===== src/design/bstpc_pkg.sv =====
// ----------------------------------------------------------------------------
// bstpc_pkg
// Types, codes and helpers shared by the bit scan / test / popcount pipeline.
// ----------------------------------------------------------------------------
package bstpc_pkg;

  localparam int unsigned DataWidth = 32;
  localparam int unsigned AddrWidth = 64;
  localparam int unsigned IdxWidth  = $clog2(DataWidth);
  localparam int unsigned CntWidth  = $clog2(DataWidth) + 1;
  localparam int unsigned NumBytes  = DataWidth / 8;

  // Operation codes as they arrive on the input channel.
  typedef enum logic [2:0] {
    KIND_BSF    = 3'd0,
    KIND_BSR    = 3'd1,
    KIND_BT     = 3'd2,
    KIND_BTS    = 3'd3,
    KIND_BTR    = 3'd4,
    KIND_BTC    = 3'd5,
    KIND_POPCNT = 3'd6
  } kind_e;

  // Unassigned code, executed as a plain bit test.
  localparam logic [2:0] KIND_CODE_ALT = 3'd7;

  // Which flags an item changes.
  typedef enum logic [1:0] {
    UPD_CF  = 2'd0,
    UPD_ZF  = 2'd1,
    UPD_ALL = 2'd2
  } upd_e;

  // Address size codes; the spare code also means 64-bit.
  localparam logic [1:0] ASZ_16   = 2'd0;
  localparam logic [1:0] ASZ_32   = 2'd1;
  localparam logic [1:0] ASZ_64   = 2'd2;
  localparam logic [1:0] ASZ_RSVD = 2'd3;

  typedef struct packed {
    logic [2:0]           kind;
    logic [DataWidth-1:0] source_value;
    logic [DataWidth-1:0] bit_offset;
    logic                 memory_form;
    logic                 offset_from_register;
    logic [AddrWidth-1:0] base_address;
    logic [1:0]           address_size;
  } in_item_t;

  typedef struct packed {
    logic [DataWidth-1:0] result_value;
    logic                 write_dest;
    logic [AddrWidth-1:0] operand_address;
    logic                 carry_flag;
    logic                 zero_flag;
    logic                 sign_flag;
    logic                 parity_flag;
    logic                 overflow_flag;
    logic                 adjust_flag;
    logic [1:0]           flags_update;
  } out_item_t;

  // Stage 1 -> stage 2: decoded operation, raw address, per-byte counts.
  typedef struct packed {
    kind_e                          kind;
    logic [DataWidth-1:0]           src;
    logic [IdxWidth-1:0]            idx;
    logic [AddrWidth-1:0]           addr_raw;
    logic [1:0]                     asize;
    logic [NumBytes-1:0][3:0]       byte_cnt;
  } s1_t;

  // Stage 2 -> stage 3: scan index, count, modified word, final address.
  typedef struct packed {
    kind_e                kind;
    logic                 src_zero;
    logic [IdxWidth-1:0]  scan_idx;
    logic [CntWidth-1:0]  count;
    logic [DataWidth-1:0] bit_word;
    logic                 tested_bit;
    logic [AddrWidth-1:0] addr;
  } s2_t;

  // Number of set bits in one byte.
  function automatic logic [3:0] popcnt8(input logic [7:0] b);
    logic [3:0] n;
    n = '0;
    for (int k = 0; k < 8; k++) begin
      n = n + {3'b000, b[k]};
    end
    return n;
  endfunction

endpackage


===== src/design/bstpc_decode.sv =====
// ----------------------------------------------------------------------------
// bstpc_decode
// Stage 1: decode the operation, form the displaced address, count each byte.
// ----------------------------------------------------------------------------
module bstpc_decode import bstpc_pkg::*; (
  input  logic     clk_i,
  input  logic     rst_ni,
  input  logic     valid_i,
  output logic     ready_o,
  input  in_item_t item_i,
  output logic     valid_o,
  input  logic     ready_i,
  output s1_t      data_o
);

  logic valid_q;
  s1_t  data_d, data_q;
  logic is_bit_op;
  logic [AddrWidth-1:0] disp;

  assign ready_o = !valid_q || ready_i;

  always_comb begin
    unique case (item_i.kind)
      KIND_BSF:      data_d.kind = KIND_BSF;
      KIND_BSR:      data_d.kind = KIND_BSR;
      KIND_BT:       data_d.kind = KIND_BT;
      KIND_BTS:      data_d.kind = KIND_BTS;
      KIND_BTR:      data_d.kind = KIND_BTR;
      KIND_BTC:      data_d.kind = KIND_BTC;
      KIND_POPCNT:   data_d.kind = KIND_POPCNT;
      default:       data_d.kind = KIND_BT;
    endcase

    is_bit_op = (data_d.kind == KIND_BT) || (data_d.kind == KIND_BTS) ||
                (data_d.kind == KIND_BTR) || (data_d.kind == KIND_BTC);

    // Signed offset / 32, scaled to bytes of a dword.
    disp = {{(AddrWidth - DataWidth + 3){item_i.bit_offset[DataWidth-1]}},
            item_i.bit_offset[DataWidth-1:IdxWidth], 2'b00};

    if (!item_i.memory_form) begin
      data_d.addr_raw = '0;
    end else if (is_bit_op && item_i.offset_from_register) begin
      data_d.addr_raw = item_i.base_address + disp;
    end else begin
      data_d.addr_raw = item_i.base_address;
    end

    data_d.src   = item_i.source_value;
    data_d.idx   = item_i.bit_offset[IdxWidth-1:0];
    data_d.asize = item_i.address_size;
    for (int b = 0; b < NumBytes; b++) begin
      data_d.byte_cnt[b] = popcnt8(item_i.source_value[8*b +: 8]);
    end
  end

  always_ff @(posedge clk_i or negedge rst_ni) begin
    if (!rst_ni) begin
      valid_q <= 1'b0;
    end else if (ready_o) begin
      valid_q <= valid_i;
    end
  end

  // Load payload only on accept.
  always_ff @(posedge clk_i) begin
    if (ready_o && valid_i) begin
      data_q <= data_d;
    end
  end

  assign valid_o = valid_q;
  assign data_o  = data_q;

endmodule


===== src/design/bstpc_execute.sv =====
// ----------------------------------------------------------------------------
// bstpc_execute
// Stage 2: scan encoders, popcount sum, bit modify, address truncation.
// ----------------------------------------------------------------------------
module bstpc_execute import bstpc_pkg::*; (
  input  logic clk_i,
  input  logic rst_ni,
  input  logic valid_i,
  output logic ready_o,
  input  s1_t  data_i,
  output logic valid_o,
  input  logic ready_i,
  output s2_t  data_o
);

  logic valid_q;
  s2_t  data_d, data_q;
  logic [IdxWidth-1:0]  fwd_idx, rev_idx;
  logic [DataWidth-1:0] mask;

  assign ready_o = !valid_q || ready_i;

  always_comb begin
    // Lowest set bit wins for forward, highest for reverse.
    fwd_idx = '0;
    for (int k = DataWidth - 1; k >= 0; k--) begin
      if (data_i.src[k]) fwd_idx = IdxWidth'(k);
    end
    rev_idx = '0;
    for (int k = 0; k < DataWidth; k++) begin
      if (data_i.src[k]) rev_idx = IdxWidth'(k);
    end

    mask = {{(DataWidth-1){1'b0}}, 1'b1} << data_i.idx;

    data_d.kind       = data_i.kind;
    data_d.src_zero   = (data_i.src == '0);
    data_d.scan_idx   = (data_i.kind == KIND_BSR) ? rev_idx : fwd_idx;
    data_d.tested_bit = data_i.src[data_i.idx];

    data_d.count = '0;
    for (int b = 0; b < NumBytes; b++) begin
      data_d.count = data_d.count + CntWidth'(data_i.byte_cnt[b]);
    end

    unique case (data_i.kind)
      KIND_BTS: data_d.bit_word = data_i.src | mask;
      KIND_BTR: data_d.bit_word = data_i.src & ~mask;
      KIND_BTC: data_d.bit_word = data_i.src ^ mask;
      default:  data_d.bit_word = '0;
    endcase

    unique case (data_i.asize)
      ASZ_16:  data_d.addr = {{(AddrWidth-16){1'b0}}, data_i.addr_raw[15:0]};
      ASZ_32:  data_d.addr = {{(AddrWidth-32){1'b0}}, data_i.addr_raw[31:0]};
      default: data_d.addr = data_i.addr_raw;
    endcase
  end

  always_ff @(posedge clk_i or negedge rst_ni) begin
    if (!rst_ni) begin
      valid_q <= 1'b0;
    end else if (ready_o) begin
      valid_q <= valid_i;
    end
  end

  always_ff @(posedge clk_i) begin
    if (ready_o && valid_i) begin
      data_q <= data_d;
    end
  end

  assign valid_o = valid_q;
  assign data_o  = data_q;

endmodule


===== src/design/bstpc_writeback.sv =====
// ----------------------------------------------------------------------------
// bstpc_writeback
// Stage 3: pick the result word and build the flag update; output register.
// ----------------------------------------------------------------------------
module bstpc_writeback import bstpc_pkg::*; (
  input  logic      clk_i,
  input  logic      rst_ni,
  input  logic      valid_i,
  output logic      ready_o,
  input  s2_t       data_i,
  output logic      valid_o,
  input  logic      ready_i,
  output out_item_t item_o
);

  logic      valid_q;
  out_item_t item_d, item_q;

  assign ready_o = !valid_q || ready_i;

  always_comb begin
    item_d                 = '0;
    item_d.operand_address = data_i.addr;

    unique case (data_i.kind)
      KIND_BSF, KIND_BSR: begin
        if (data_i.src_zero) begin
          item_d.zero_flag    = 1'b1;
          item_d.flags_update = UPD_ZF;
        end else begin
          item_d.result_value = {{(DataWidth-IdxWidth){1'b0}}, data_i.scan_idx};
          item_d.write_dest   = 1'b1;
          item_d.parity_flag  = ~^data_i.scan_idx;
          item_d.flags_update = UPD_ALL;
        end
      end
      KIND_POPCNT: begin
        item_d.result_value = {{(DataWidth-CntWidth){1'b0}}, data_i.count};
        item_d.write_dest   = 1'b1;
        item_d.zero_flag    = (data_i.count == '0);
        item_d.flags_update = UPD_ALL;
      end
      default: begin
        item_d.result_value = data_i.bit_word;
        item_d.write_dest   = (data_i.kind != KIND_BT);
        item_d.carry_flag   = data_i.tested_bit;
        item_d.flags_update = UPD_CF;
      end
    endcase
  end

  always_ff @(posedge clk_i or negedge rst_ni) begin
    if (!rst_ni) begin
      valid_q <= 1'b0;
    end else if (ready_o) begin
      valid_q <= valid_i;
    end
  end

  always_ff @(posedge clk_i) begin
    if (ready_o && valid_i) begin
      item_q <= item_d;
    end
  end

  assign valid_o = valid_q;
  assign item_o  = item_q;

endmodule


===== src/design/bit_scan_test_popcount_unit.sv =====
// ----------------------------------------------------------------------------
// bit_scan_test_popcount_unit
// Three-stage pipelined executor for 32-bit BSF, BSR, BT, BTS, BTR, BTC and
// POPCNT, returning the result word, destination write and flag update.
// ----------------------------------------------------------------------------
//
//   channel | direction | handshake                 | payload
//   --------+-----------+---------------------------+-----------------------
//   in      | into unit | in_valid_i / in_ready_o   | in_item_i  (in_item_t)
//   out     | from unit | out_valid_o / out_ready_i | out_item_o (out_item_t)
//
// One item enters per cycle while the output is not stalled; each result
// is registered in the decode, execute and writeback stages in turn and is
// then presented on the output, held there until the sink takes it. Reset
// clears only the stage valid bits; payload registers
// are loaded on accept and hold otherwise. A stall on the output backs up
// through the per-stage ready chain: each stage takes a new item whenever it
// is empty or its successor is moving, so bubbles collapse and no item is
// dropped or repeated.
//
// Stage 1 (decode): normalize the operation code, add the signed dword
//   displacement to the base address for register-offset memory bit ops,
//   count the set bits of each source byte.
// Stage 2 (execute): forward and reverse priority encoders, sum of the byte
//   counts, set / reset / complement of the addressed bit, tested bit, and
//   truncation of the address to the address size.
// Stage 3 (writeback): select the result for the operation and build the
//   flag values and update class; this register drives the output port.
// ----------------------------------------------------------------------------
module bit_scan_test_popcount_unit import bstpc_pkg::*; (
  input  logic      clk_i,
  input  logic      rst_ni,
  input  logic      in_valid_i,
  output logic      in_ready_o,
  input  in_item_t  in_item_i,
  output logic      out_valid_o,
  input  logic      out_ready_i,
  output out_item_t out_item_o
);

  // Stage handshakes and payloads.
  logic s1_valid, s1_ready;
  s1_t  s1_data;
  logic s2_valid, s2_ready;
  s2_t  s2_data;

  // Decode: operation code, displaced address, byte counts.
  bstpc_decode u_decode (
    .clk_i   (clk_i),
    .rst_ni  (rst_ni),
    .valid_i (in_valid_i),
    .ready_o (in_ready_o),
    .item_i  (in_item_i),
    .valid_o (s1_valid),
    .ready_i (s1_ready),
    .data_o  (s1_data)
  );

  // Execute: scans, popcount sum, bit modify, address truncation.
  bstpc_execute u_execute (
    .clk_i   (clk_i),
    .rst_ni  (rst_ni),
    .valid_i (s1_valid),
    .ready_o (s1_ready),
    .data_i  (s1_data),
    .valid_o (s2_valid),
    .ready_i (s2_ready),
    .data_o  (s2_data)
  );

  // Writeback: result select and flags; holds the output item.
  bstpc_writeback u_writeback (
    .clk_i   (clk_i),
    .rst_ni  (rst_ni),
    .valid_i (s2_valid),
    .ready_o (s2_ready),
    .data_i  (s2_data),
    .valid_o (out_valid_o),
    .ready_i (out_ready_i),
    .item_o  (out_item_o)
  );

`ifndef SYNTH
  // A sink that is ready never throttles the input.
  assert property (@(posedge clk_i) disable iff (!rst_ni)
    out_ready_i |-> in_ready_o)
    else $error("input stalled while output is ready");

  // An accepted item reaches the output if the sink keeps up.
  assert property (@(posedge clk_i) disable iff (!rst_ni)
    in_valid_i && in_ready_o ##1 out_ready_i ##1 out_ready_i |=> out_valid_o)
    else $error("item lost in pipeline");

  // No destination write means a zero result word.
  assert property (@(posedge clk_i) disable iff (!rst_ni)
    out_valid_o && !out_item_o.write_dest |-> out_item_o.result_value == '0)
    else $error("unwritten result is nonzero");

  // A ZF-only update is a scan of zero: ZF set, nothing written.
  assert property (@(posedge clk_i) disable iff (!rst_ni)
    out_valid_o && out_item_o.flags_update == UPD_ZF
      |-> out_item_o.zero_flag && !out_item_o.write_dest)
    else $error("bad zero-source scan result");

  // Bit ops touch only CF.
  assert property (@(posedge clk_i) disable iff (!rst_ni)
    out_valid_o && out_item_o.flags_update == UPD_CF
      |-> !out_item_o.zero_flag && !out_item_o.parity_flag && !out_item_o.sign_flag)
    else $error("bit op produced stray flags");
`endif

endmodule

===== config.mk =====
export PLATFORM = sky130hd
export DESIGN_NAME = bit_scan_test_popcount_unit
export DESIGN_NICKNAME = d
export VERILOG_FILES = /design/src/design/bstpc_pkg.sv /design/src/design/bstpc_decode.sv /design/src/design/bstpc_execute.sv /design/src/design/bstpc_writeback.sv /design/src/design/bit_scan_test_popcount_unit.sv
export SDC_FILE = /design/constraint.sdc
export NUM_CORES = 1
export LEC_CHECK = 0
export ABC_CLOCK_PERIOD_IN_PS = 6700
export BUFFER_PORTS_ARGS = -buffer_cell sky130_fd_sc_hd__buf_2
export CAP_MARGIN = 20
export CORE_ASPECT_RATIO = 1.75
export CORE_MARGIN = 4
export CORE_UTILIZATION = 57
export CTS_BUF_LIST = sky130_fd_sc_hd__clkbuf_8
export CTS_CLUSTER_DIAMETER = 200
export DETAILED_ROUTE_END_ITERATION = 16
export PLACE_DENSITY = 0.88
export REMOVE_ABC_BUFFERS = 1
export SLEW_MARGIN = 20
export SYNTH_ARGS = -nofsm -noshare
export SYNTH_HDL_FRONTEND = slang
export SYNTH_SLANG_ARGS = --single-unit

===== constraint.sdc =====
create_clock -name clk_i -period 6.7 [get_ports clk_i]
set_input_delay 0 -clock clk_i [delete_from_list [all_inputs] [get_ports clk_i]]
set_output_delay 0 -clock clk_i [all_outputs]
set_load 0.05 [all_outputs]

==> key figures, run 1 <==
Synth
  • Warnings from Yosys: 0
  • Post-synth top area share: 53.1%
  • Syn Inst Count: 1654
  • Synthesized cell area: 19000 um2
  • Post-synth EDFFs: 336
  • Number of library cell types mapped by synthesis: 69
  • Synthesized flop and latch total: 339
  • Register area share after synthesis: 53.5%
  • Cell accounting for the most synthesized area: edfxtp_1
  • Ys async rst share: 0.885%
  • Predominant post-synthesis flop cell: edfxtp_1
  • Syn avg cell area: 11.5 um2
  • Synth top area cells: edfxtp_1 53%, ha_1 9.5%, nand2_1 3.6%

Die
  • Row count: 88
  • Die height: 250 um
  • Core area: 32900 um2
  • Die area: 36400 um2
  • Top Ports: 246
  • Initial core utilization: 57.7%
  • Chip Width: 146 um

Worst hold path
  • Hold EP: u_decode.data_o[23]
  • WHS Path Cells: 5
  • Hold Path Class: in -> reg
  • HP Start: in_item_i[76]

Routing
  • Drt drc: 0
  • Via density: 5.95
  • Drt total wl: 51.3 mm
  • Vias: 14600
  • Violation count after the first detailed-route iteration: 890
  • DR WL/cell: 20.9 um
  • Routed Antenna Nets: 0
  • First-pass detailed-route iteration total: 6

Setup path
  • Critical Path Start Type: input port
  • RR Endpoint: u_execute.data_o[102]
  • Reg2reg start: u_decode.data_o[0]
  • Data arrival, critical path: 3.83 ns
  • Worst path slowest cell: dlygate4sd3_1
  • Kind of critical path: in -> reg
  • CP endpoint kind: register
  • Worst EP required: 7.14 ns
  • Most used cell, CP: a21oi_1
  • FF-to-FF path depth: 11
  • Worst-path fanout max: 5
  • Slowest stage delay, CP: 0.53 ns
  • Cells along the critical path: dlygate4sd3_1, buf_2, ha_1, inv_1, fa_1, nand2b_1, a21oi_1, o311ai_0, a21oi_1, a21oi_1, a21bo_2, o22ai_1, a21oi_1, or3_1, nand3_1
  • Reg-to-reg slack, setup: 3.80 ns

STA
  • Worst-Margin Slew: 1.07 ns
  • Minimum clock period: 3.39 ns
  • Setup violations, final: 0
  • Final Slew Violations: 0
  • Slew HR: 28.6%
  • Total negative slack: 0 ns
  • Final Hold Violating Endpoints: 0
  • Setup Skew: 0.0273 ns
  • RSZ-0062 raised after global routing: false
  • Final period utilization: 50.6%
  • Max Clock Freq: 0.295 GHz

Placed design
  • IO buf count: 242
  • DPL Wire Length: 36.0 mm
  • Area after DPL: 20500 um2
  • Final Wtd Congestion: 1.04

Clocking
  • Max clock buf depth: 3
  • Clk Latency, worst-skew pair: 0.58 ns
  • Root buf cell: clkbuf_8
  • Post-CTS Repair Setup Buffers: 0
  • CTS clk-pin slew, worst paths: 0.07 ns
  • Cts bufs inserted: 50
  • CTS H-tree depth: 2
  • Num Clock Sinks: 339
  • Clock tree from TritonCTS: done

Power and ir drop
  • Leak: 0.00948 uW
  • Pwr dens: 267 nW/um2
  • Worst vdd ir: 0.000158 V

Run status
  • Status: finished clean

Global routing
  • First-pass GRT wire length: 80.9 mm
  • Vias in the first global route: 15500
  • Largest net degree at the start of global routing: 67
  • Initial antenna violation count: 3
  • Grt ovf: 0
  • GRT Overall Usage: 28.0%

Finish
  • Area delta synth->final: 20.1%
  • Final Instance Area: 22800 um2
  • Share of layout cells above drive strength 1: 17.5%
  • Final net count: 2316

Run
  • MaxCap Viol Count: 0
-- layout make-up --
class                   count  area (um2)
diodes                      4        10.0
well taps                 405         507
inverters                 119         447
flip-flops and latches    339       10200
clock inverters            39         322
multi-input cells        1125        8130
repair buffers            374        2500
clock buffers              54         743
fillers                  2234       10100
-- critical path, delay by kind of cell --
kind	cells	cell delay [ns]
compound gates	7	1.93
simple gates	3	0.60
fa+ha+maj	2	0.58
buf+inv	3	0.72
-- cells in the final DEF, fill, tap and decap left out, types with 7 or more instances in the layout --
master	count
edfxtp_1	336
buf_2	242
nand2_1	183
ha_1	145
inv_1	133
a21oi_1	120
dlygate4sd3_1	120
nor2_1	69
and2_1	67
o21ai_0	66
clkbuf_8	54
xnor2_1	44
o22ai_1	35
mux2i_1	34
nor2b_1	32
nand3_1	25
a21o_1	24
fa_1	23
xor2_1	20
nand4_1	20
nor3_1	17
nand2b_1	16
o31ai_1	15
buf_4	12
a211oi_1	11
o21a_1	11
a31oi_1	10
mux4_2	10
o21bai_1	10
clkinv_1	9
and3_1	8
a21boi_0	8
clkinv_2	8
nor4_1	7
-- cells in the mapped netlist, types with 15 or more instances --
cell,number
edfxtp_1,336
xor2_1,20
nor2b_1,32
a21o_1,24
mux2i_1,34
nand3_1,25
o21ai_0,66
nor3_1,17
nand2_1,183
xnor2_1,44
a21oi_1,120
nor2_1,73
clkbuf_1,59
nand4_1,20
o22ai_1,35
fa_1,23
nand2b_1,16
inv_1,119
and2_1,70
ha_1,145
o31ai_1,15
-- worst max path at each step --
stage | startpoint | endpoint | slack, ns | depth (start not counted)
after floorplan | u_writeback.valid_o | u_decode.data_o[0] | 2.12 | 3
final | in_item_i[4] | u_decode.data_o[74] | 3.31 | 15
after detailed placement | in_item_i[99] | u_decode.data_o[77] | 3.25 | 12
after global routing | in_item_i[4] | u_decode.data_o[78] | 3.07 | 15
after global placement | in_item_i[99] | u_decode.data_o[77] | 3.29 | 12
after CTS | in_item_i[4] | u_decode.data_o[78] | 3.38 | 15
-- cell families after synthesis --
group | count (synthesis) | share of synthesized area, %
muxes | 45 | 3.03
other | 1 | 0.0197
DFF | 339 | 53.5
buffers and inverters | 192 | 3.90
xor gates and xnor gates | 64 | 2.95
adders and majority gates | 168 | 12.0
AOI/OAI and AO/OA | 372 | 12.6
and+or+nand+nor | 473 | 12.1
-- timing repair --
item                                   4_1_cts  5_1_grt
hold buffers                               120        0
resized for setup                            0        0
setup endpoints to repair                    0        0
endpoints found under the hold margin      117        0
-- routing by layer --
layer  wire, um  vias up  share of wire, %  GRT usage (%)
met4       4190        0               8.2           20.8
met5          0        -                 0              0
met2      27700      667                54           52.0
met1      16800     6965                33           27.5
li1           -     6748                 -              -
met3       2670      243               5.2           4.36
-- stage by stage --
stage	std cells	hold slack, ns	worst slack [ns]	total power [uW]	util (%)
after floorplan	1583	-0.296	2.12	3830	-
after global placement	2242	-0.205	3.29	4210	62.4
after detailed placement	2242	-0.201	3.25	4290	62.4
after CTS	2455	0.0168	3.38	6110	69.3
after global routing	2458	0.0814	3.07	6370	69.3
final	2459	0.0984	3.31	6100	69.3
-- sequential cells by signal, summed over array words and instances, names as in the netlist --
register,flops
u_execute.data_o,112
u_decode.valid_o,1
u_decode.data_o,122
u_writeback.item_o,102
u_execute.valid_o,1
u_writeback.valid_o,1
-- report_power, final --
part           leakage (uW)  internal [uW]  total (uW)  switching [uW]
Clock              0.000593            978        1770             795
Combinational       0.00553            545        1540             996
Sequential          0.00335           2670        2790             121
Total               0.00948           4190        6100            1910
Power figures use the tool's default switching activity.
==> inputs of run 2 (changes only) <==
- ABC_CLOCK_PERIOD_IN_PS: 6700 -> 3550
- clock period: 6.7 -> 3.55 ns (I/O delays scaled with it)
==> key figures, run 2 (synthesis results as in run 1) <==
Routing
  • DR WL met3: 2.77 mm (was 2.67 mm)
  • First-pass detailed-route iteration total: 6 (unchanged)
  • DR WL met2: 28.4 mm (was 27.7 mm)
  • Wire length on met1: 16.7 mm (was 16.8 mm)
  • DR top layer: met4 (unchanged)
  • DR WL/cell: 21.3 um (was 20.9 um)
  • Drt total wl: 52.3 mm (was 51.3 mm)
  • Drt drc: 0 (unchanged)
  • Vias: 14600 (about the same)
  • Via density: 5.94 (was 5.95)
  • Violation count after the first detailed-route iteration: 1100 (was 890)
  • Routed Antenna Nets: 0 (unchanged)

Placed design
  • Number of instances in the placed design: 2258 (was 2242)
  • Final Wtd Congestion: 0.999 (was 1.04)
  • Pre-CTS setup slack: 0.162 ns (was 3.25 ns)
  • DPL Wire Length: 38.2 mm (was 36.0 mm)
  • IO buf count: 242 (unchanged)

Clocking
  • Root buf cell: clkbuf_8 (unchanged)
  • Num Clock Sinks: 339 (unchanged)
  • Clock tree from TritonCTS: done (unchanged)
  • Clk Latency, worst-skew pair: 0.59 ns (was 0.58 ns)
  • Cts bufs inserted: 47 (was 50)
  • CTS clk-pin slew, worst paths: 0.07 ns (about the same)
  • Max clock buf depth: 3 (unchanged)
  • CTS H-tree depth: 2 (unchanged)

Global routing
  • Largest net degree at the start of global routing: 67 (unchanged)
  • Initial antenna violation count: 3 (unchanged)
  • Grt ovf: 0 (unchanged)
  • GRT Overall Usage: 28.4% (was 28.0%)
  • Vias in the first global route: 15400 (was 15500)
  • First-pass GRT wire length: 81.4 mm (was 80.9 mm)

STA
  • Total negative slack: 0 ns (unchanged)
  • RSZ-0062 raised after global routing: false (unchanged)
  • WHS: 0.0749 ns (was 0.0984 ns)
  • Minimum clock period: 3.39 ns
  • Worst setup margin: 0.160 ns (was 3.31 ns)
  • Final Slew Violations: 0 (unchanged)
  • Setup violations, final: 0 (unchanged)
  • Final Hold Violating Endpoints: 0 (unchanged)
  • Slew HR: 34.2% (was 28.6%)
  • Worst-Margin Slew: 0.983 ns (was 1.07 ns)
  • Max Clock Freq: 0.295 GHz
  • Final period utilization: 95.5%
  • Setup Skew: 0.0249 ns (was 0.0273 ns)

Run status
  • Status: finished clean (unchanged)

Finish
  • Filler cell count: 2295 (was 2234)
  • Share of layout cells above drive strength 1: 17.8% (was 17.5%)
  • Most frequent cells in the layout: 336 x edfxtp_1, 242 x buf_2, 183 x nand2_1, 145 x ha_1, 131 x inv_1 (was 336 x edfxtp_1, 242 x buf_2, 183 x nand2_1, 145 x ha_1, 133 x inv_1)
  • Max FFs per register: 122 (unchanged)
  • Final net count: 2327 (was 2316)
  • Area delta synth->final: 20.2% (was 20.1%)
  • Register area: 10200 um2 (unchanged)
  • Most common library cell in the layout ignoring fill and taps: edfxtp_1 (unchanged)
  • Fin cells: 2461 (was 2459)
  • Multi-input gate area: 8150 um2 (was 8130 um2)

Power and ir drop
  • Worst vdd ir: 0.000249 V (was 0.000158 V)
  • Pwr dens: 492 nW/um2 (was 267 nW/um2)
  • Leak: 0.00948 uW (about the same)

Setup path
  • Worst EP required: 3.88 ns (was 7.14 ns)
  • Kind of critical path: in -> reg (unchanged)
  • Worst-path fanout max: 5 (unchanged)
  • Data arrival, critical path: 3.72 ns (was 3.83 ns)
  • Critical Path Start Type: input port (unchanged)
  • FF-to-FF path depth: 10 (was 11)
  • CP endpoint kind: register (unchanged)

Die
  • Die height: 250 um (unchanged)
  • Top Ports: 246 (unchanged)
  • Die area: 36400 um2 (unchanged)
  • Initial core utilization: 57.7% (unchanged)
  • Row count: 88 (unchanged)
  • Core area: 32900 um2 (unchanged)
  • Chip Width: 146 um (unchanged)

Worst hold path
  • WHS Path Cells: 5 (unchanged)
  • Hold Path Class: in -> reg (unchanged)

Run
  • MaxCap Viol Count: 0 (unchanged)
run 2: final cells by class:
type                    count  share of cell area, %
multi-input cells        1125                   35.7
diodes                      3                 0.0328
clock buffers              48                   2.89
clock inverters            34                   1.23
well taps                 405                   2.22
inverters                 119                   1.95
flip-flops and latches    339                   44.5
repair buffers            388                   11.6
run 2: what timing repair did:
action                     CTS  global route
hold buffers               118             0
gates resized for setup      0             5
setup buffers                0             0
setup endpoints to repair    0             7
hold endpoints to repair   117             0
run 2: stage by stage:
stage	total power, uW	instance area (um2)	util (%)
CTS	11300	22800	69.3
detailed placement	8100	20700	62.9
global placement	7990	20700	62.9
global route	11800	22900	69.4
floorplan	7230	18700	-
finish	11300	22900	69.4
run 2: critical path, cell delays in order:
cell and delay, ns:
dlygate4sd3_1 0.54, buf_2 0.14, ha_1 0.32, a211o_1 0.36
a2111oi_4 0.44, o31ai_4 0.16, o211a_1 0.24, nor2_2 0.24
o21ai_1 0.15, xnor2_1 0.20, o21ai_0 0.17, and2_1 0.21
dlygate4sd3_1 0.55
run 2: power by group:
| part | leakage, uW | total, uW | switching (uW) | internal [uW] |
|---|---|---|---|---|
| sequential | 0.00335 | 5240 | 219 | 5030 |
| clock | 0.000514 | 3080 | 1450 | 1630 |
| combinational | 0.00562 | 2930 | 1880 | 1050 |
| total | 0.00948 | 11300 | 3550 | 7700 |
run 2: final timing paths:
path	start	end	slack, ns
max in group asynchronous	rst_ni	u_writeback.valid_o	3.09
min in group asynchronous	rst_ni	u_decode.valid_o	0.31
hold / removal	in_item_i[79]	u_decode.data_o[26]	0.07
hold reg to reg	u_execute.data_o[34]	u_writeback.item_o[42]	0.41
setup reg to reg	u_decode.data_o[88]	u_execute.data_o[103]	0.71
setup / recovery	in_item_i[5]	u_decode.data_o[51]	0.16
run 2: routing by layer:
layer,GRT usage (%),vias up
met4,21.2,0
li1,-,6761
met1,27.7,6917
met2,53.4,705
met3,3.78,247
met5,0,-
